[src/hw/rtl/rfc_pkg.sv]
// Package for the range flip/count block: word geometry, sequencer states
// and the span control struct shared by the word unit and the top level.
// No dependencies.
package rfc_pkg;

  localparam int WORD_BITS = 32;
  localparam int OFF_BITS = 5;
  localparam int DEFAULT_MAX_CELLS = 1024;
  localparam logic [10:0] CELL_COUNT_RESET = 11'd1024;

  typedef enum logic [2:0] {
    ST_CLEAR,
    ST_IDLE,
    ST_READ,
    ST_PROC,
    ST_DONE
  } state_t;

  typedef struct packed {
    logic [OFF_BITS-1:0] lo_off;
    logic [OFF_BITS-1:0] hi_off;
  } span_t;

endpackage

[src/hw/rtl/rfc_ram.sv]
// Generic single-port RAM with registered read.
// Depends on nothing.
module rfc_ram #(
  parameter int WIDTH = 32,
  parameter int DEPTH = 32
) (
  input  logic                                  clk,
  input  logic                                  we,
  input  logic [(DEPTH > 1 ? $clog2(DEPTH) : 1)-1:0] addr,
  input  logic [WIDTH-1:0]                      wdata,
  output logic [WIDTH-1:0]                      rdata
);

  logic [WIDTH-1:0] mem [DEPTH];

  always_ff @(posedge clk) begin
    if (we) begin
      mem[addr] <= wdata;
    end
    rdata <= mem[addr];
  end

endmodule

[src/hw/rtl/rfc_word_unit.sv]
// Shared word unit: masks one stored word to a cell span, counts set cells
// in the span and forms the flipped word. Depends on rfc_pkg.
module rfc_word_unit (
  input  logic [rfc_pkg::WORD_BITS-1:0] word,
  input  rfc_pkg::span_t                span,
  output logic [rfc_pkg::WORD_BITS-1:0] flipped,
  output logic [rfc_pkg::OFF_BITS:0]    pop
);

  logic [rfc_pkg::WORD_BITS-1:0] mask;
  logic [rfc_pkg::WORD_BITS-1:0] hit;
  logic [3:0]                    nib [8];

  always_comb begin
    mask = ({rfc_pkg::WORD_BITS{1'b1}} << span.lo_off) &
           ({rfc_pkg::WORD_BITS{1'b1}} >> (5'd31 - span.hi_off));
    hit = word & mask;
    flipped = word ^ mask;
    for (int i = 0; i < 8; i++) begin
      nib[i] = {3'b0, hit[4*i]} + {3'b0, hit[4*i+1]} +
               {3'b0, hit[4*i+2]} + {3'b0, hit[4*i+3]};
    end
    pop = 6'({2'b0, nib[0]} + {2'b0, nib[1]} + {2'b0, nib[2]} + {2'b0, nib[3]} +
             {2'b0, nib[4]} + {2'b0, nib[5]} + {2'b0, nib[6]} + {2'b0, nib[7]});
  end

endmodule

[src/hw/rtl/range_flip_count_segment_tree.sv]
// Top level: range flip / range count over a row of binary cells.
// Depends on rfc_pkg, rfc_ram, rfc_word_unit.
//
//  channel   | dir | fields (low bit up)
//  s_*       | in  | tdata: range_start[9:0], range_end[19:10]; tuser: cmd
//  m_*       | out | tdata: set_count[10:0]
//  cfg_*     | in  | cell_count[10:0]
//
// Cells are packed 32 to a RAM word; through the single RAM port each word
// of the clipped range is read in ST_READ and processed in ST_PROC, a flip
// writing the flipped word back.
// Reset and each cell_count write run a clearing pass over all
// ceil(MAX_CELLS/32) words; no request is taken meanwhile. A waiting result
// does not block new requests until the next count needs the output register.
module range_flip_count_segment_tree #(
  parameter int MAX_CELLS = rfc_pkg::DEFAULT_MAX_CELLS
) (
  input  logic        clk,
  input  logic        rst,
  input  logic        cfg_wr_en,
  input  logic [10:0] cfg_wr_data,
  input  logic        s_tvalid,
  output logic        s_tready,
  input  logic [23:0] s_tdata,   // range_start[9:0], range_end[19:10]
  input  logic        s_tuser,   // cmd
  output logic        m_tvalid,
  input  logic        m_tready,
  output logic [15:0] m_tdata    // set_count[10:0]
);

  localparam int DEPTH = (MAX_CELLS + rfc_pkg::WORD_BITS - 1) / rfc_pkg::WORD_BITS;
  localparam int AW = DEPTH > 1 ? $clog2(DEPTH) : 1;
  localparam logic [16:0] MAXV = 17'(MAX_CELLS);
  localparam logic [AW-1:0] LAST_ADDR = AW'(DEPTH - 1);

  rfc_pkg::state_t state, state_next;

  logic [10:0]   cell_count;
  logic [AW-1:0] clr_addr;
  logic [4:0]    word;
  logic [9:0]    lo, hi;
  logic          is_count;
  logic [10:0]   total;
  logic          out_valid;
  logic [10:0]   out_data;

  logic [16:0] n17, bclip17;
  logic        req_ok;
  logic [15:0] word_ext;
  logic [AW-1:0] ram_addr;
  logic        ram_we;
  logic [31:0] ram_wdata, ram_rdata;
  rfc_pkg::span_t span;
  logic [31:0] flipped;
  logic [5:0]  pop;
  logic        accept;

  assign accept = s_tvalid && s_tready;
  assign s_tready = (state == rfc_pkg::ST_IDLE);
  assign m_tvalid = out_valid;
  assign m_tdata = {5'b0, out_data};

  always_comb begin
    n17 = ({6'b0, cell_count} > MAXV) ? MAXV : {6'b0, cell_count};
    bclip17 = ({7'b0, s_tdata[19:10]} > n17 - 17'd1) ? n17 - 17'd1 : {7'b0, s_tdata[19:10]};
    req_ok = (n17 != 17'd0) && ({7'b0, s_tdata[9:0]} <= bclip17);
  end

  assign word_ext = {11'b0, word};
  assign span.lo_off = (word == lo[9:5]) ? lo[4:0] : 5'd0;
  assign span.hi_off = (word == hi[9:5]) ? hi[4:0] : 5'd31;

  rfc_word_unit u_word (
    .word    (ram_rdata),
    .span    (span),
    .flipped (flipped),
    .pop     (pop)
  );

  always_comb begin
    ram_addr = word_ext[AW-1:0];
    ram_we = 1'b0;
    ram_wdata = flipped;
    if (state == rfc_pkg::ST_CLEAR) begin
      ram_addr = clr_addr;
      ram_we = 1'b1;
      ram_wdata = '0;
    end else if (state == rfc_pkg::ST_PROC && !is_count) begin
      ram_we = 1'b1;
    end
  end

  rfc_ram #(
    .WIDTH (rfc_pkg::WORD_BITS),
    .DEPTH (DEPTH)
  ) u_ram (
    .clk   (clk),
    .we    (ram_we),
    .addr  (ram_addr),
    .wdata (ram_wdata),
    .rdata (ram_rdata)
  );

  always_comb begin
    state_next = state;
    unique case (state)
      rfc_pkg::ST_CLEAR: begin
        if (clr_addr == LAST_ADDR) state_next = rfc_pkg::ST_IDLE;
      end
      rfc_pkg::ST_IDLE: begin
        if (accept) state_next = req_ok ? rfc_pkg::ST_READ : rfc_pkg::ST_DONE;
      end
      rfc_pkg::ST_READ: state_next = rfc_pkg::ST_PROC;
      rfc_pkg::ST_PROC: begin
        state_next = (word == hi[9:5]) ? rfc_pkg::ST_DONE : rfc_pkg::ST_READ;
      end
      rfc_pkg::ST_DONE: begin
        if (!is_count || !out_valid || m_tready) state_next = rfc_pkg::ST_IDLE;
      end
      default: state_next = rfc_pkg::ST_IDLE;
    endcase
    if (cfg_wr_en) state_next = rfc_pkg::ST_CLEAR;
  end

  always_ff @(posedge clk) begin
    if (rst) begin
      state <= rfc_pkg::ST_CLEAR;
      cell_count <= rfc_pkg::CELL_COUNT_RESET;
      clr_addr <= '0;
      out_valid <= 1'b0;
    end else begin
      state <= state_next;
      if (cfg_wr_en) begin
        cell_count <= cfg_wr_data;
        clr_addr <= '0;
      end else if (state == rfc_pkg::ST_CLEAR) begin
        clr_addr <= clr_addr + AW'(1);
      end
      if (state == rfc_pkg::ST_DONE && is_count && (!out_valid || m_tready)) begin
        out_valid <= 1'b1;
      end else if (out_valid && m_tready) begin
        out_valid <= 1'b0;
      end
    end
  end

  always_ff @(posedge clk) begin
    if (accept) begin
      is_count <= s_tuser;
      lo <= s_tdata[9:0];
      hi <= bclip17[9:0];
      word <= s_tdata[9:5];
      total <= '0;
    end else if (state == rfc_pkg::ST_PROC) begin
      total <= total + {5'b0, pop};
      if (word != hi[9:5]) word <= word + 5'd1;
    end
    if (state == rfc_pkg::ST_DONE && is_count && (!out_valid || m_tready)) begin
      out_data <= total;
    end
  end

endmodule
[config.mk]
export PLATFORM = sky130hd
export DESIGN_NAME = range_flip_count_segment_tree
export DESIGN_NICKNAME = d
export VERILOG_FILES = /design/src/hw/rtl/rfc_pkg.sv /design/src/hw/rtl/rfc_ram.sv /design/src/hw/rtl/rfc_word_unit.sv /design/src/hw/rtl/range_flip_count_segment_tree.sv
export SDC_FILE = /design/constraint.sdc
export NUM_CORES = 1
export LEC_CHECK = 0
export BUFFER_PORTS_ARGS = -buffer_cell sky130_fd_sc_hd__buf_4
export CORE_MARGIN = 3
export CORE_UTILIZATION = 50
export DETAILED_ROUTE_END_ITERATION = 16
export PLACE_DENSITY_LB_ADDON = 0.25
export RECOVER_POWER = 50
export SETUP_SLACK_MARGIN = 0.05
export SLEW_MARGIN = 20
export SYNTH_ARGS = -nofsm -noshare
export SYNTH_HDL_FRONTEND = slang
export SYNTH_SLANG_ARGS = --single-unit
[constraint.sdc]
create_clock -name clk -period 10.4 [get_ports clk]
set_clock_uncertainty 0.2 [all_clocks]
set_input_delay 1.04 -clock clk [delete_from_list [all_inputs] [get_ports clk]]
set_output_delay 1.04 -clock clk [all_outputs]
set_load 0.01 [all_outputs]
==> metrics <==
Syn Std Cell Area=46000 um2; initial antenna violation count=3; violated checks=max-capacitance violations, max-slew violations; RSZ-0062 raised after global routing=false; min Tclk post-route=8.78 ns; pin count of the biggest net entering global routing=143; Syn-to-layout area delta=11.3%; CTS root buffer=clkbuf_16; worst skew pair latency=0.71 ns; # DRC=0; I/O Buffers=49; FP Rows=110; syn avg cell area=16.1 um2; max incr delay on CP=0.59 ns; CP max stage cell=edfxtp_1; EDFF count, synth=1061; H-tree depth=3; Synth cell types=73; post-DR wirelength/cell=31.2 um; final HPWL from detailed placement=68.8 mm; Critical Path End Type=register; first-pass GRT wire length=184 mm; number of global-route vias before repair=25500; worst slew pin tran=4.00 ns; status=complete, but fails checks; clk buf depth=3; Post-Syn Instances=2865; Achievable Freq=114 MHz; FFs w/ async S/R, synth=0%; Warnings, synthesis=0; post-CTS resize count=0; Core ar.=90700 um2; PD cells=203 nW/um2; Die Footprint=95700 um2; CP required=10.79 ns; TritonCTS clock tree=yes; Reg clk slew, reported paths=0.06 ns; min-delay worst type=register to register; final-report max-slew violation count=968; initial drt markers=3543; I/O Pins=59; crit start category=register; Die W=309 um; Slew Limit Headroom=-167%; Final period util=84.4%; Final Hold Fails=0; WL final=131 mm; layout cell share with drive strength beyond 1=10.2%; Nets=3099; number of setup violations in the final report=0; Max VDD drop=0.250 mV; via count=26600; post-synthesis sequential area ratio=72.0%; Initial Util=50.7%; Setup Crit Path Kind=register to register; Post-Route Setup TNS=0 ns; P_leak=15.5 nW; grt ovf=0; CP arrival=9.16 ns; Die H=309 um; final std cells w/o fill=4213; Hold Buf Count CTS=0; first drt pass iteration count=6; Yosys reg bits=1124; Inserted Clock Buffers=109; cell family with most CP delay=adder cells; Sink Count=1124; Post-DRT Antenna Nets=0; GPL Wtd Cong=0.920; Max-Cap Viols=35; CP Max Fanout=13; postcts setup bufs=0; ys flop type=edfxtp_1; GR Util All Layers=27.3%; WP buf/inv=4; Placed Instances=4006; routed vias/inst=6.31
## stage by stage
stage          area (um2)  setup slack, ns  utilization [%]  total power, mW  hold slack [ns]
4_1_cts             51500             1.89             56.7             10.4            0.263
3_5_place_dp        47800             1.89             52.7             6.50            0.247
5_1_grt             51200             1.16             56.4             10.8            0.293
2_1_floorplan       46000             2.74                -             6.12            0.217
3_3_place_gp        47800             2.03             52.7             6.42            0.232
6_report            51200             1.62             56.5             10.4            0.264
## placed cells by master, fill, tap and decap left out, types with 10 or more instances in the layout
master,instances
a21o_1,13
a21oi_1,91
and2_1,26
buf_4,60
bufinv_16,11
clkbuf_1,69
clkbuf_16,109
clkinv_1,14
clkinv_2,28
dfxtp_1,63
edfxtp_1,1061
fa_1,23
ha_1,93
inv_1,69
mux2_2,10
mux2i_1,448
nand2_1,169
nand3_1,29
nor2_1,60
nor2_4,21
nor3_1,17
nor4_1,59
o21ai_0,32
o22ai_1,204
o2bb2ai_1,13
xnor2_1,16
xor2_1,12
## flip-flops by register name (all words and copies together) (netlist names)
| name | flops |
|---|---|
| cell_count | 11 |
| word | 5 |
| state | 3 |
| total | 11 |
| is_count | 1 |
| u_ram.mem | 1024 |
| m_tvalid | 1 |
| clr_addr | 5 |
| u_ram.rdata | 32 |
| hi | 10 |
| out_data | 11 |
| lo | 10 |
## worst register-to-register path: cells and delay by family (launching register included)
| family | cells | cell delay, ns |
|---|---|---|
| fa+ha+maj | 12 | 4.68 |
| simple gates | 5 | 1.65 |
| compound gates | 5 | 1.00 |
| flops | 1 | 0.59 |
| xor+xnor | 1 | 0.22 |
| buf+inv | 4 | 0.22 |
| mux | 1 | 0.13 |
## cell families after synthesis
kind of cell | after synthesis | share of synthesized area [%]
compound gates | 430 | 5.97
other cells | 1 | 0.00815
simple gates | 471 | 5.00
flops | 1124 | 72.0
mux | 474 | 10.6
fa+ha+maj | 116 | 3.53
xor+xnor | 28 | 0.533
buf+inv | 221 | 2.37
## final timing paths
path | cells after the start | slack, ns | from | endpoint
setup / recovery | 28 | 1.62 | word[2]$_DFFE_PP_ | total[8]$_SDFFE_PP0P_
hold / removal | 0 | 0.26 | total[10]$_SDFFE_PP0P_ | out_data[10]$_DFFE_PP_
setup reg to reg | 28 | 1.62 | word[2]$_DFFE_PP_ | total[8]$_SDFFE_PP0P_
hold reg to reg | 0 | 0.26 | total[10]$_SDFFE_PP0P_ | out_data[10]$_DFFE_PP_
## metal layers
metal	wire (um)	track usage (%)
met1	51200	38.4
met4	4600	9.13
met5	0	0
met3	13700	4.67
met2	61800	43.7
## Yosys cell counts (37+ instances only)
master,instances,area [um2]
buf_2,75,375
a21oi_1,91,455
edfxtp_1,1061,31900
and2_1,37,231
mux2i_1,449,4490
dfxtp_1,63,1260
o22ai_1,204,1280
inv_1,69,259
ha_1,93,1160
clkbuf_1,44,165
nand2_1,175,657
nor2_1,81,304
nor4_1,59,369
## power by group
group / total (mW) / leakage [nW] / switching, mW / internal, mW
logic: 1.48 / 5.36 / 0.820 / 0.661
registers: 4.94 / 8.35 / 0.0220 / 4.92
clock network: 3.98 / 1.79 / 1.71 / 2.27
total: 10.4 / 15.5 / 2.55 / 7.85
## final cells by class
class | count | area, um2
Fill cell | 6880 | 39500
Sequential cell | 1124 | 33100
Multi-Input combinational cell | 1524 | 12000
Clock buffer | 134 | 2900
Tap cell | 1176 | 1470
Clock inverter | 70 | 753
Timing Repair Buffer | 114 | 673
Inverter | 69 | 259
Antenna cell | 2 | 5.00
Note: power is estimated with default switching activity, not from simulation.
